<file path="src/rtl/core/mgmt_frame_contact_tracker_core_defines.svh">
// assertion macros for the management frame contact tracker
`ifndef MGMT_FRAME_CONTACT_TRACKER_CORE_DEFINES_SVH
`define MGMT_FRAME_CONTACT_TRACKER_CORE_DEFINES_SVH

// same-cycle implication, checked out of reset
`define MFTC_ASSERT_NOW(lbl, ante, cons, msg) \
  lbl: assert property (@(posedge clk) disable iff (!rst_n) (ante) |-> (cons)) \
    else $error(msg);

// next-cycle implication, checked out of reset
`define MFTC_ASSERT_NEXT(lbl, ante, cons, msg) \
  lbl: assert property (@(posedge clk) disable iff (!rst_n) (ante) |=> (cons)) \
    else $error(msg);

`endif

</file>
<file path="src/rtl/core/mftc_pkg.sv">
// types and constants for the management frame contact tracker
`default_nettype none

package mftc_pkg;

  localparam int DRONE_SLOTS_DEF     = 4;
  localparam int FRAME_BYTES_MAX_DEF = 4095;

  // frame layout
  localparam int FCS_LEN        = 4;
  localparam int MIN_HDR_LEN    = 24;
  localparam int MIN_ACTION_LEN = 32;
  localparam int SSID_HDR_END   = 38;
  localparam int NAME_LEN_LIMIT = 32;
  localparam int IDX_TYPE       = 0;
  localparam int IDX_SRC_FIRST  = 10;
  localparam int IDX_SRC_LAST   = 15;
  localparam int IDX_CATEGORY   = 24;
  localparam int IDX_ACTION     = 25;
  localparam int IDX_OUI0       = 27;
  localparam int IDX_OUI1       = 28;
  localparam int IDX_OUI2       = 29;
  localparam int IDX_SSID_ID    = 36;
  localparam int IDX_SSID_LEN   = 37;

  localparam logic [7:0]  TYPE_BEACON  = 8'h80;
  localparam logic [7:0]  TYPE_ACTION  = 8'hD0;
  localparam logic [7:0]  CAT_PUBLIC   = 8'h04;
  localparam logic [7:0]  ACT_VENDOR   = 8'h09;
  localparam logic [7:0]  WFA_OUI0     = 8'h50;
  localparam logic [7:0]  WFA_OUI1     = 8'h6F;
  localparam logic [7:0]  WFA_OUI2     = 8'h9A;
  localparam logic [4:0]  ACT_ALL_HIT  = 5'h1F;
  localparam logic [47:0] HOSTILE_ADDR = 48'hDEAD_BEEF_DEAD;

  typedef enum logic [2:0] {
    EV_NONE        = 3'd0,
    EV_HOST_NEW    = 3'd1,
    EV_HOST_AGAIN  = 3'd2,
    EV_DRONE_NEW   = 3'd3,
    EV_DRONE_AGAIN = 3'd4,
    EV_DRONE_FULL  = 3'd5
  } ev_t;

  typedef struct packed {
    logic [7:0]         frame_byte;
    logic               last_byte;
    logic               mgmt_frame;
    logic signed [7:0]  rssi;
    logic [31:0]        time_ms;
  } in_word_t;

  typedef struct packed {
    ev_t                event_res;
    logic [1:0]         slot;
    logic [47:0]        source_addr;
    logic signed [7:0]  signal;
    logic [15:0]        seen_count;
    logic [4:0]         name_length;
    logic [2:0]         drone_count;
  } out_word_t;

  // drone table request and response
  typedef struct packed {
    logic               go;
    logic [47:0]        src;
    logic signed [7:0]  rssi;
    logic [31:0]        time_ms;
  } dt_req_t;

  typedef struct packed {
    ev_t                ev;
    logic [1:0]         slot;
    logic [2:0]         count;
  } dt_rsp_t;

endpackage

`default_nettype wire

</file>
<file path="src/rtl/core/mgmt_frame_contact_tracker_core.sv">
// Management frame contact tracker. Frame bytes come in one word per cycle while
// in_stall is low on the in_ channel, the final byte marked by last_byte;
// management flag, RSSI and time are sampled with that final byte. Each word
// passes an input register, then capture and decision logic into the result
// register, so a word is accepted every cycle while in_stall is low. Exactly one
// result is produced per frame; in_stall rises only while a final byte waits
// behind a result that out_stall holds back. The source address, type byte,
// public action body and SSID header are captured as bytes stream past; the
// four-slot drone table is searched by a parallel address compare in the same
// cycle as the decision.
`default_nettype none

`include "mgmt_frame_contact_tracker_core_defines.svh"

module mgmt_frame_contact_tracker_core #(
  parameter int DRONE_SLOTS     = mftc_pkg::DRONE_SLOTS_DEF,
  parameter int FRAME_BYTES_MAX = mftc_pkg::FRAME_BYTES_MAX_DEF
) (
  input  wire logic            clk,
  input  wire logic            rst_n,
  input  wire logic            in_valid,
  output logic                 in_stall,
  input  wire mftc_pkg::in_word_t in_word,
  output logic                 out_valid,
  input  wire logic            out_stall,
  output mftc_pkg::out_word_t  out_word
);

  localparam int CNT_W = $clog2(FRAME_BYTES_MAX + 1);

  // input register
  logic                s1_valid_r, s1_valid_nxt;
  mftc_pkg::in_word_t  s1_r;
  logic                adv;
  logic                accept;

  // per-frame capture
  logic [CNT_W-1:0] cnt_r, cnt_nxt, cnt_cap;
  logic [7:0]       first_r, first_nxt, first_cap;
  logic [47:0]      sender_r, sender_nxt, sender_cap;
  logic [4:0]       flags_r, flags_nxt, flags_cap;
  logic [15:0]      ssid_r, ssid_nxt, ssid_cap;

  // hostile record
  logic              host_present_r, host_present_nxt;
  logic [15:0]       host_seen_r, host_seen_nxt;
  logic [4:0]        host_nlen_r, host_nlen_nxt;
  logic signed [7:0] host_signal_r, host_signal_nxt;
  logic [31:0]       host_first_r, host_first_nxt;
  logic [31:0]       host_last_r, host_last_nxt;

  // decision
  logic [CNT_W-1:0]    len;
  logic                done;
  logic                is_host;
  logic                is_drone;
  logic [4:0]          nlen_new;
  mftc_pkg::dt_req_t   dt_req;
  mftc_pkg::dt_rsp_t   dt_rsp;

  // result register
  logic                 out_valid_r, out_valid_nxt;
  mftc_pkg::out_word_t  out_word_r, out_word_nxt;

  assign adv      = s1_valid_r && (!s1_r.last_byte || !out_valid_r || !out_stall);
  assign in_stall = s1_valid_r && !adv;
  assign accept   = in_valid && !in_stall;
  assign done     = adv && s1_r.last_byte;

  always_comb begin
    s1_valid_nxt = s1_valid_r;
    if (accept) begin
      s1_valid_nxt = 1'b1;
    end else if (adv) begin
      s1_valid_nxt = 1'b0;
    end
  end

  always_ff @(posedge clk) begin
    if (!rst_n) begin
      s1_valid_r <= 1'b0;
    end else begin
      s1_valid_r <= s1_valid_nxt;
    end
  end

  always_ff @(posedge clk) begin
    if (accept) begin
      s1_r <= in_word;
    end
  end

  // byte capture, including the word at hand
  always_comb begin
    cnt_cap    = cnt_r;
    first_cap  = first_r;
    sender_cap = sender_r;
    flags_cap  = flags_r;
    ssid_cap   = ssid_r;
    if (cnt_r < CNT_W'(FRAME_BYTES_MAX)) begin
      cnt_cap = cnt_r + 1'b1;
      if (cnt_r == CNT_W'(mftc_pkg::IDX_TYPE)) begin
        first_cap = s1_r.frame_byte;
      end
      if (cnt_r >= CNT_W'(mftc_pkg::IDX_SRC_FIRST) &&
          cnt_r <= CNT_W'(mftc_pkg::IDX_SRC_LAST)) begin
        sender_cap = {sender_r[39:0], s1_r.frame_byte};
      end
      if (cnt_r == CNT_W'(mftc_pkg::IDX_CATEGORY) &&
          s1_r.frame_byte == mftc_pkg::CAT_PUBLIC) begin
        flags_cap[0] = 1'b1;
      end
      if (cnt_r == CNT_W'(mftc_pkg::IDX_ACTION) &&
          s1_r.frame_byte == mftc_pkg::ACT_VENDOR) begin
        flags_cap[1] = 1'b1;
      end
      if (cnt_r == CNT_W'(mftc_pkg::IDX_OUI0) && s1_r.frame_byte == mftc_pkg::WFA_OUI0) begin
        flags_cap[2] = 1'b1;
      end
      if (cnt_r == CNT_W'(mftc_pkg::IDX_OUI1) && s1_r.frame_byte == mftc_pkg::WFA_OUI1) begin
        flags_cap[3] = 1'b1;
      end
      if (cnt_r == CNT_W'(mftc_pkg::IDX_OUI2) && s1_r.frame_byte == mftc_pkg::WFA_OUI2) begin
        flags_cap[4] = 1'b1;
      end
      if (cnt_r == CNT_W'(mftc_pkg::IDX_SSID_ID)) begin
        ssid_cap[15:8] = s1_r.frame_byte;
      end
      if (cnt_r == CNT_W'(mftc_pkg::IDX_SSID_LEN)) begin
        ssid_cap[7:0] = s1_r.frame_byte;
      end
    end

    cnt_nxt    = cnt_r;
    first_nxt  = first_r;
    sender_nxt = sender_r;
    flags_nxt  = flags_r;
    ssid_nxt   = ssid_r;
    if (done) begin
      cnt_nxt    = '0;
      first_nxt  = '0;
      sender_nxt = '0;
      flags_nxt  = '0;
      ssid_nxt   = '0;
    end else if (adv) begin
      cnt_nxt    = cnt_cap;
      first_nxt  = first_cap;
      sender_nxt = sender_cap;
      flags_nxt  = flags_cap;
      ssid_nxt   = ssid_cap;
    end
  end

  always_ff @(posedge clk) begin
    if (!rst_n) begin
      cnt_r    <= '0;
      first_r  <= '0;
      sender_r <= '0;
      flags_r  <= '0;
      ssid_r   <= '0;
    end else begin
      cnt_r    <= cnt_nxt;
      first_r  <= first_nxt;
      sender_r <= sender_nxt;
      flags_r  <= flags_nxt;
      ssid_r   <= ssid_nxt;
    end
  end

  // frame classification on the final byte
  always_comb begin
    len = (cnt_cap > CNT_W'(mftc_pkg::FCS_LEN)) ? cnt_cap - CNT_W'(mftc_pkg::FCS_LEN)
                                                : cnt_cap;
    is_host  = s1_r.mgmt_frame && (len >= CNT_W'(mftc_pkg::MIN_HDR_LEN)) &&
               (first_cap == mftc_pkg::TYPE_BEACON) && (sender_cap == mftc_pkg::HOSTILE_ADDR);
    is_drone = s1_r.mgmt_frame && !is_host && (first_cap == mftc_pkg::TYPE_ACTION) &&
               (len >= CNT_W'(mftc_pkg::MIN_ACTION_LEN)) && (flags_cap == mftc_pkg::ACT_ALL_HIT);

    // name only when the ssid element fits inside the frame body
    nlen_new = '0;
    if (len > CNT_W'(mftc_pkg::SSID_HDR_END) && ssid_cap[15:8] == 8'd0 &&
        ssid_cap[7:0] != 8'd0 && ssid_cap[7:0] < 8'(mftc_pkg::NAME_LEN_LIMIT) &&
        (CNT_W'(mftc_pkg::SSID_HDR_END) + CNT_W'(ssid_cap[4:0])) < len) begin
      nlen_new = ssid_cap[4:0];
    end

    dt_req.go      = done && is_drone;
    dt_req.src     = sender_cap;
    dt_req.rssi    = s1_r.rssi;
    dt_req.time_ms = s1_r.time_ms;
  end

  mftc_drone_tbl #(
    .DRONE_SLOTS (DRONE_SLOTS)
  ) u_drone_tbl (
    .clk   (clk),
    .rst_n (rst_n),
    .req   (dt_req),
    .rsp   (dt_rsp)
  );

  always_comb begin
    host_present_nxt = host_present_r;
    host_seen_nxt    = host_seen_r;
    host_nlen_nxt    = host_nlen_r;
    host_signal_nxt  = host_signal_r;
    host_first_nxt   = host_first_r;
    host_last_nxt    = host_last_r;
    if (done && is_host) begin
      host_signal_nxt = s1_r.rssi;
      host_last_nxt   = s1_r.time_ms;
      if (host_present_r) begin
        if (host_seen_r != 16'hFFFF) begin
          host_seen_nxt = host_seen_r + 16'd1;
        end
      end else begin
        host_present_nxt = 1'b1;
        host_seen_nxt    = 16'd1;
        host_nlen_nxt    = nlen_new;
        host_first_nxt   = s1_r.time_ms;
      end
    end

    out_word_nxt             = '0;
    out_word_nxt.event_res   = mftc_pkg::EV_NONE;
    out_word_nxt.source_addr = sender_cap;
    out_word_nxt.drone_count = dt_rsp.count;
    if (is_host) begin
      out_word_nxt.event_res   = host_present_r ? mftc_pkg::EV_HOST_AGAIN
                                                : mftc_pkg::EV_HOST_NEW;
      out_word_nxt.signal      = s1_r.rssi;
      out_word_nxt.seen_count  = host_seen_nxt;
      out_word_nxt.name_length = host_nlen_nxt;
    end else if (is_drone) begin
      out_word_nxt.event_res = dt_rsp.ev;
      out_word_nxt.slot      = dt_rsp.slot;
      if (dt_rsp.ev != mftc_pkg::EV_DRONE_FULL) begin
        out_word_nxt.signal = s1_r.rssi;
      end
    end

    out_valid_nxt = out_valid_r;
    if (done) begin
      out_valid_nxt = 1'b1;
    end else if (out_valid_r && !out_stall) begin
      out_valid_nxt = 1'b0;
    end
  end

  always_ff @(posedge clk) begin
    if (!rst_n) begin
      host_present_r <= 1'b0;
      host_seen_r    <= '0;
      host_nlen_r    <= '0;
      host_signal_r  <= '0;
      host_first_r   <= '0;
      host_last_r    <= '0;
      out_valid_r    <= 1'b0;
    end else begin
      host_present_r <= host_present_nxt;
      host_seen_r    <= host_seen_nxt;
      host_nlen_r    <= host_nlen_nxt;
      host_signal_r  <= host_signal_nxt;
      host_first_r   <= host_first_nxt;
      host_last_r    <= host_last_nxt;
      out_valid_r    <= out_valid_nxt;
    end
  end

  always_ff @(posedge clk) begin
    if (done) begin
      out_word_r <= out_word_nxt;
    end
  end

  assign out_valid = out_valid_r;
  assign out_word  = out_word_r;

  `MFTC_ASSERT_NEXT(a_frame_clear, done, cnt_r == '0, "byte count not cleared after final byte")
  `MFTC_ASSERT_NOW(a_host_again_seen,
    out_valid && out_word.event_res == mftc_pkg::EV_HOST_AGAIN, out_word.seen_count >= 16'd2,
    "repeat hostile sighting with count below two")
  `MFTC_ASSERT_NOW(a_full_no_slot,
    out_valid && out_word.event_res == mftc_pkg::EV_DRONE_FULL,
    out_word.slot == 2'd0 && out_word.signal == 8'sd0, "table full result touches a slot")
  `MFTC_ASSERT_NOW(a_none_quiet, out_valid && out_word.event_res == mftc_pkg::EV_NONE,
    out_word.seen_count == 16'd0 && out_word.name_length == 5'd0 && out_word.slot == 2'd0,
    "empty result carries record fields")

endmodule

`default_nettype wire

</file>
<file path="src/rtl/core/mftc_drone_tbl.sv">
// drone table: parallel address match, refresh on hit and insert while not full
`default_nettype none

module mftc_drone_tbl #(
  parameter int DRONE_SLOTS = mftc_pkg::DRONE_SLOTS_DEF
) (
  input  wire logic             clk,
  input  wire logic             rst_n,
  input  wire mftc_pkg::dt_req_t req,
  output mftc_pkg::dt_rsp_t     rsp
);

  localparam int SLOT_W = (DRONE_SLOTS > 1) ? $clog2(DRONE_SLOTS) : 1;
  localparam int USED_W = $clog2(DRONE_SLOTS + 1);

  logic [47:0]       addr_r   [DRONE_SLOTS];
  logic signed [7:0] signal_r [DRONE_SLOTS];
  logic [31:0]       time_r   [DRONE_SLOTS];
  logic [USED_W-1:0] used_r, used_nxt;

  logic                   full;
  logic                   hit;
  logic [SLOT_W-1:0]      hit_idx;
  logic [SLOT_W-1:0]      slot_sel;
  logic [DRONE_SLOTS-1:0] match;
  logic [31:0]            slot_ext;
  logic [31:0]            used_ext;

  always_comb begin
    full = (used_r == USED_W'(DRONE_SLOTS));
    for (int i = 0; i < DRONE_SLOTS; i++) begin
      match[i] = (USED_W'(i) < used_r) && (addr_r[i] == req.src);
    end
    // lowest matching slot wins
    hit     = 1'b0;
    hit_idx = '0;
    for (int i = DRONE_SLOTS - 1; i >= 0; i--) begin
      if (match[i]) begin
        hit     = 1'b1;
        hit_idx = SLOT_W'(i);
      end
    end
    slot_sel = hit ? hit_idx : used_r[SLOT_W-1:0];

    used_nxt = used_r;
    if (req.go && !full && !hit) begin
      used_nxt = used_r + 1'b1;
    end

    slot_ext = {{(32 - SLOT_W){1'b0}}, slot_sel};
    used_ext = {{(32 - USED_W){1'b0}}, used_nxt};

    if (full) begin
      rsp.ev   = mftc_pkg::EV_DRONE_FULL;
      rsp.slot = '0;
    end else if (hit) begin
      rsp.ev   = mftc_pkg::EV_DRONE_AGAIN;
      rsp.slot = slot_ext[1:0];
    end else begin
      rsp.ev   = mftc_pkg::EV_DRONE_NEW;
      rsp.slot = slot_ext[1:0];
    end
    rsp.count = used_ext[2:0];
  end

  always_ff @(posedge clk) begin
    if (!rst_n) begin
      used_r <= '0;
    end else begin
      used_r <= used_nxt;
    end
  end

  // entries past used_r are never compared, so they need no reset
  always_ff @(posedge clk) begin
    if (req.go && !full) begin
      addr_r[slot_sel]   <= req.src;
      signal_r[slot_sel] <= req.rssi;
      time_r[slot_sel]   <= req.time_ms;
    end
  end

endmodule

`default_nettype wire

</file>
<file path="config.mk">
export PLATFORM = sky130hd
export DESIGN_NAME = mgmt_frame_contact_tracker_core
export DESIGN_NICKNAME = d
export VERILOG_FILES = /design/src/rtl/core/mftc_pkg.sv /design/src/rtl/core/mgmt_frame_contact_tracker_core.sv /design/src/rtl/core/mftc_drone_tbl.sv
export VERILOG_INCLUDE_DIRS = /design/src /design/src/rtl/core
export SDC_FILE = /design/constraint.sdc
export NUM_CORES = 1
export LEC_CHECK = 0
export BUFFER_PORTS_ARGS = -buffer_cell sky130_fd_sc_hd__buf_2
export CAP_MARGIN = 15
export CORE_UTILIZATION = 45
export CTS_CLUSTER_DIAMETER = 30
export DETAILED_ROUTE_END_ITERATION = 10
export GPL_TIMING_DRIVEN = 0
export PLACE_DENSITY = 0.71
export SLEW_MARGIN = 10
export SYNTH_ARGS = -nofsm -noshare
export SYNTH_HDL_FRONTEND = slang
export SYNTH_HIERARCHICAL = 1
export SYNTH_SLANG_ARGS = --single-unit
</file>
<file path="constraint.sdc">
create_clock -name clk -period 10.6 [get_ports clk]
set_input_delay 2.12 -clock clk [delete_from_list [all_inputs] [get_ports clk]]
set_output_delay 2.12 -clock clk [all_outputs]
set_load 0.005 [all_outputs]
</file>
==> summary.txt, run 1 <==
Clock tree
  – Root Buffer: clkbuf_16
  – Number of buffers created by CTS: 89
  – # H-tree levels: 3
  – TritonCTS clock tree: built
  – Post-CTS setup buffer count: 0
  – Clock Path Buffers: 3
  – Hold_buf cts: 0
  – Worst-skew pair later-pin latency: 0.62 ns
  – # resized after CTS: 0
  – Clk sinks: 411
  – Clock slew at reported path FFs: 0.05 ns

Floorplanning
  – Starting Density: 46.07%
  – Std-Cell Rows: 74
  – Die Y: 207.4 µm
  – IO Pins: 141
  – Core ar.: 41200 µm²
  – Die width: 207.4 µm
  – Die footprint: 43010 µm²

Finish
  – Core Util, Final: 57.09%
  – Fill cells: 3316
  – ANT cells: 0
  – Most frequent cells in the layout: edfxtp_1, nand2_1, xor2_1
  – Synthesis-to-finish area growth: 23.91%
  – Nets: 1944
  – Post-Layout Cell Count: 2482
  – Most common cell after layout, fill and taps aside: edfxtp_1
  – Layout cells sized above 1: 16.41%

STA
  – Relative slew margins: 38.80%
  – Actual slew at the worst max-slew pin: 0.9096 ns
  – Sum of negative setup slack: 0 ns
  – Period minus WS final: 6.952 ns
  – RSZ-0062 raised after global routing: false
  – Hold Vio Cnt, Final: 0
  – Maximum clock rate: 143.8 MHz
  – Final setup viols: 0
  – Slew Limit Fails: 0
  – Clock skew: 0.05116 ns
  – Crit share post-route: 65.58%

Min path
  – Hold Crit Class: reg2reg

Logic synthesis
  – Post-synthesis instance area: 18980 µm²
  – Synth Net Count: 1733
  – Syn avg cell area: 11.42 µm²
  – YS warnings: 6
  – Post-synthesis instance total: 1663

Worst setup path
  – CP arrival: 7.28 ns
  – CP Launch Type: flip-flop
  – CP max FO: 11
  – Req. time, crit path: 10.93 ns
  – Flop-to-flop setup slack: 3.65 ns
  – Worst Setup End Kind: flip-flop
  – WS Path Type: reg2reg

Global routing
  – First-pass GRT wire length: 80540 µm
  – Vias in the first global route: 14030
  – Total GRT Usage: 24.16%
  – Initial antenna violation count: 0
  – Grt total ovfl: 0
  – Largest net degree at the start of global routing: 57

Power
  – Max rail drop VDD: 0.1138 mV
  – Leakage: 8.715 nW
  – Pwr/cell area: 205.2 nW/µm²

Status
  – Status: finished, final reports clean

Detailed routing
  – Avg Vias per Cell: 5.814
  – First-pass iteration count of the detailed router: 5
  – DRC errors left: 0
  – DR vias: 14430
  – DRT Wirelength: 52420 µm
  – ANT nets after route: 0
  – Starting DRC count in detailed routing: 1179
  – DR WL/cell: 21.12 µm

Placement
  – RePlAce Congestion: 0.9561
  – DP HPWL: 35060 µm
  – IO buf count: 108
  – Cell count after placement: 2315

Run
  – Max cap viols: 0
where the power goes:
part           switching (mW)  internal [mW]
Sequential             0.0151           1.74
Clock                   0.933           1.93
Combinational           0.139         0.0628
Total                    1.09           3.74
layer usage:
layer | vias up | track usage, % | part of all wire, %
met4 | 0 | 9.418 | 3.0
met1 | 7086 | 32.04 | 42
met3 | 111 | 4.387 | 7.4
li1 | 6584 | - | -
met5 | - | 0 | 0
met2 | 649 | 39.30 | 48
flip-flops by register name, summed over array words and instances, names as in the netlist, 3 cells and up:
name and count:
u_drone_tbl/addr_r 192, host_nlen_r 5, out_word 85, dt_req 8
ssid_r 16, cnt_r 12, sender_r 48, s1_r 10
first_r 8, host_seen_r 16, flags_r 5, u_drone_tbl/used_r 3
per-stage QoR:
stage / power (mW) / worst slack (ns) / area [µm²] / hold slack (ns)
finish: 4.827 / 3.648 / 23520 / 0.4727
global placement: 1.980 / -2.505 / 20190 / 0.4588
CTS: 4.856 / 3.742 / 23520 / 0.4705
global route: 4.962 / 3.312 / 23520 / 0.4978
floorplan: 1.909 / 0.7899 / 18980 / 0.4493
detailed placement: 1.984 / 3.759 / 20360 / 0.4641
final cells by class:
type / count / area, µm² / share of cell area, %
multi-input cells: 1122 / 7261 / 30.87
clock inverters: 54 / 773.2 / 3.287
repair buffers: 120 / 694.4 / 2.952
plain buffers: 75 / 351.6 / 1.495
clock buffers: 113 / 2390 / 10.16
well taps: 532 / 665.6 / 2.830
inverters: 55 / 206.4 / 0.8777
flip-flops and latches: 411 / 11180 / 47.53
critical path: stages, from the launching register on:
cell and delay, ns:
dfxtp_1 0.40, buf_2 0.28, inv_1 0.16, ha_1 0.23, nor3_1 0.17, nor3b_1 0.08, buf_2 0.22, nand2_8 0.17
buf_6 0.18, clkbuf_1 0.40, clkbuf_1 0.38, nand2_1 0.09, nand2_1 0.53, xor2_1 0.14, nor4_1 0.73, nand2_1 0.22
or4_1 0.59, o21ai_1 0.15, a21oi_1 0.17, nor3_2 0.69, buf_6 0.26, buf_4 0.22, buf_6 0.17
path summary, 6_finish.rpt:
kind	startpoint	to	depth (start not counted)
max reg2reg	cnt_r[0]$_SDFFE_PP0P_	u_drone_tbl/addr_r[1][1]$_DFFE_PP_	22
max	cnt_r[0]$_SDFFE_PP0P_	u_drone_tbl/addr_r[1][1]$_DFFE_PP_	22
min reg2reg	ssid_r[6]$_SDFFE_PP0P_	ssid_r[6]$_SDFFE_PP0P_	2
min	ssid_r[6]$_SDFFE_PP0P_	ssid_r[6]$_SDFFE_PP0P_	2
Note: power is estimated with default switching activity, not from simulation.
==> run 2: changes to the inputs <==
- clock period: 10.6 -> 6.8 ns (I/O delays scaled with it)
==> run 2 against run 1 <==
Effect of this change:
- fmax up 6.4%
- sequential power rose by 56%
- sequential share of layout area increased by 0.39 points
- critical path depth is 3 lower
- clock-buffer cell count decreased by 14
- final area is 0.81% lower
- utilization down 0.46 points
- wire length grew 0.88%
- critical endpoint is now u_drone_tbl/addr_r[0][5]$_DFFE_PP_
- largest power group unchanged
==> summary.txt, run 2 (synthesized netlist as in run 1, its figures left out) <==
Placement
  – Cell count after placement: 2311
  – Placed cell areas: 20360 µm²
  – DP HPWL: 35310 µm
  – Post-Place Worst Slack: -0.08381 ns
  – IO buf count: 108
  – RePlAce Congestion: 0.9358

STA
  – Sum of negative setup slack: 0 ns
  – Actual slew at the worst max-slew pin: 0.8862 ns
  – Fin Hold WS: 0.4743 ns
  – Hold Vio Cnt, Final: 0
  – Final setup viols: 0
  – Crit share post-route: 96.06%
  – Maximum clock rate: 153.1 MHz
  – Clock skew: 0.04632 ns
  – Relative slew margins: 40.38%
  – Post-route setup slack: 0.2679 ns
  – RSZ-0062 raised after global routing: false
  – Period minus WS final: 6.532 ns
  – Slew Limit Fails: 0

Global routing
  – Largest net degree at the start of global routing: 56
  – GRT busiest layer: met2
  – First-pass GRT wire length: 81210 µm
  – Grt met1 use: 31.66%
  – Met2 usage: 40.11%
  – Grt total ovfl: 0
  – Initial antenna violation count: 0
  – Grt met3 use: 4.599%
  – Vias in the first global route: 14150
  – Total GRT Usage: 24.40%

Detailed routing
  – First-pass iteration count of the detailed router: 5
  – Avg Vias per Cell: 5.773
  – DR WL/cell: 21.37 µm
  – ANT nets after route: 0
  – DRT Wirelength: 52880 µm
  – Starting DRC count in detailed routing: 1385
  – DR vias: 14280
  – DRC errors left: 0

Finish
  – Layout cells sized above 1: 16.43%
  – Number of flip-flops in the largest register: 192
  – Post-Layout Cell Count: 2474
  – Top reg by flops: u_drone_tbl/addr_r
  – Nets: 1941
  – Most frequent cells in the layout: edfxtp_1, nand2_1, xor2_1
  – ANT cells: 0
  – Most common cell after layout, fill and taps aside: edfxtp_1
  – Design area: 23330 µm²
  – Core Util, Final: 56.63%
  – Synthesis-to-finish area growth: 22.91%

Clock tree
  – Root Buffer: clkbuf_16
  – Clock Path Buffers: 3
  – Worst-skew pair later-pin latency: 0.62 ns
  – Clock slew at reported path FFs: 0.04 ns
  – TritonCTS clock tree: built
  – # H-tree levels: 3
  – Number of buffers created by CTS: 86
  – Clk sinks: 411

Worst setup path
  – CP arrival: 6.82 ns
  – CP max FO: 33
  – Cells along the critical path: buf_2 > inv_1 > ha_1 > nor3_1 > nor3b_1 > buf_2 > nand2_8 > buf_6 > clkbuf_1 > clkbuf_1 > nand2_1 > nand2_1 > xnor2_1 > nand4_1 > nor4_1 > nand4_1 > a21oi_1 > o21ba_2 > buf_12
  – R2R depth: 19
  – Crit path buffers/inverters: 7
  – Worst setup endpoint: u_drone_tbl/addr_r[0][5]$_DFFE_PP_
  – CP Launch Type: flip-flop
  – Crit path largest cell delay: 0.75 ns
  – Slowest cell on the critical path: nor4_1
  – CP top delay family: simple AND/OR/NAND/NOR gates
  – Reg-to-Reg Start: cnt_r[0]$_SDFFE_PP0P_
  – RR Endpoint: u_drone_tbl/addr_r[0][5]$_DFFE_PP_
  – Crit path from: cnt_r[0]$_SDFFE_PP0P_
  – Worst path depth: 19
  – Req. time, crit path: 7.09 ns
  – WS Path Type: reg2reg
  – Worst Setup End Kind: flip-flop
  – Flop-to-flop setup slack: 0.27 ns

Power
  – Max rail drop VDD: 0.1755 mV
  – Total power: 7.212 mW
  – Leakage: 8.591 nW
  – Pwr/cell area: 309.1 nW/µm²

Floorplanning
  – Die Y: 207.4 µm
  – Std-Cell Rows: 74
  – Starting Density: 46.07%
  – IO Pins: 141
  – Die footprint: 43010 µm²
  – Die width: 207.4 µm
  – Core ar.: 41200 µm²

Status
  – Status: finished, final reports clean

Run
  – Max cap viols: 0

Min path
  – Hold Crit Class: reg2reg
[run 2: cell types whose count changed in the layout (fill, tap and decap cells not counted), sizes merged]
cell / delta
clkbuf: -14
clkinv: +11
inv: -8
clkinvlp: +6
bufinv: -3
[run 2: metal layers]
metal / vias up / routed length, µm
met5: - / 0
met4: 0 / 1872
met3: 137 / 3908
met2: 624 / 25180
met1: 6962 / 21920
li1: 6560 / -
[run 2: layout make-up]
cell class	instances	area (µm²)
fillers	3322	17870
flip-flops and latches	411	11180
multi-input cells	1122	7295
clock buffers	99	2232
repair buffers	120	708.2
clock inverters	60	693.2
well taps	532	665.6
plain buffers	75	351.6
inverters	55	206.4
[run 2: what timing repair did]
action	CTS	global route
hold buffers	0	0
setup endpoints to repair	18	109
gates resized for setup	0	3
pin swaps	1	1
buffers inserted	1	3
[run 2: tightest hold or removal path, delay by kind of cell, from the launching register on]
| kind | cells | cell delay, ns |
|---|---|---|
| flip-flops | 1 | 0.32 |
| AND/OR/NAND/NOR | 1 | 0.06 |
| AO/OA/AOI/OAI | 1 | 0.05 |
[run 2: report_power, final]
group          internal, mW  total (mW)  switching [mW]  leakage (nW)
sequential             2.72        2.74          0.0231          3.74
combinational        0.0982       0.317           0.219          3.44
clock                  2.75        4.16            1.41          1.41
total                  5.56        7.21            1.65          8.59
[run 2: worst min path at each step]
stage / end / startpoint / slack, ns / depth (start not counted)
4_1_cts: ssid_r[0]$_SDFFE_PP0P_ / ssid_r[0]$_SDFFE_PP0P_ / 0.47 / 2
5_1_grt: sender_r[40]$_SDFFE_PP0P_ / sender_r[40]$_SDFFE_PP0P_ / 0.49 / 2
2_1_floorplan: ssid_r[0]$_SDFFE_PP0P_ / ssid_r[0]$_SDFFE_PP0P_ / 0.45 / 2
3_3_place_gp: ssid_r[5]$_SDFFE_PP0P_ / ssid_r[5]$_SDFFE_PP0P_ / 0.46 / 2
6_report: out_valid$_SDFFE_PN0P_ / out_valid$_SDFFE_PN0P_ / 0.47 / 2
3_5_place_dp: out_valid$_SDFFE_PN0P_ / out_valid$_SDFFE_PN0P_ / 0.46 / 2
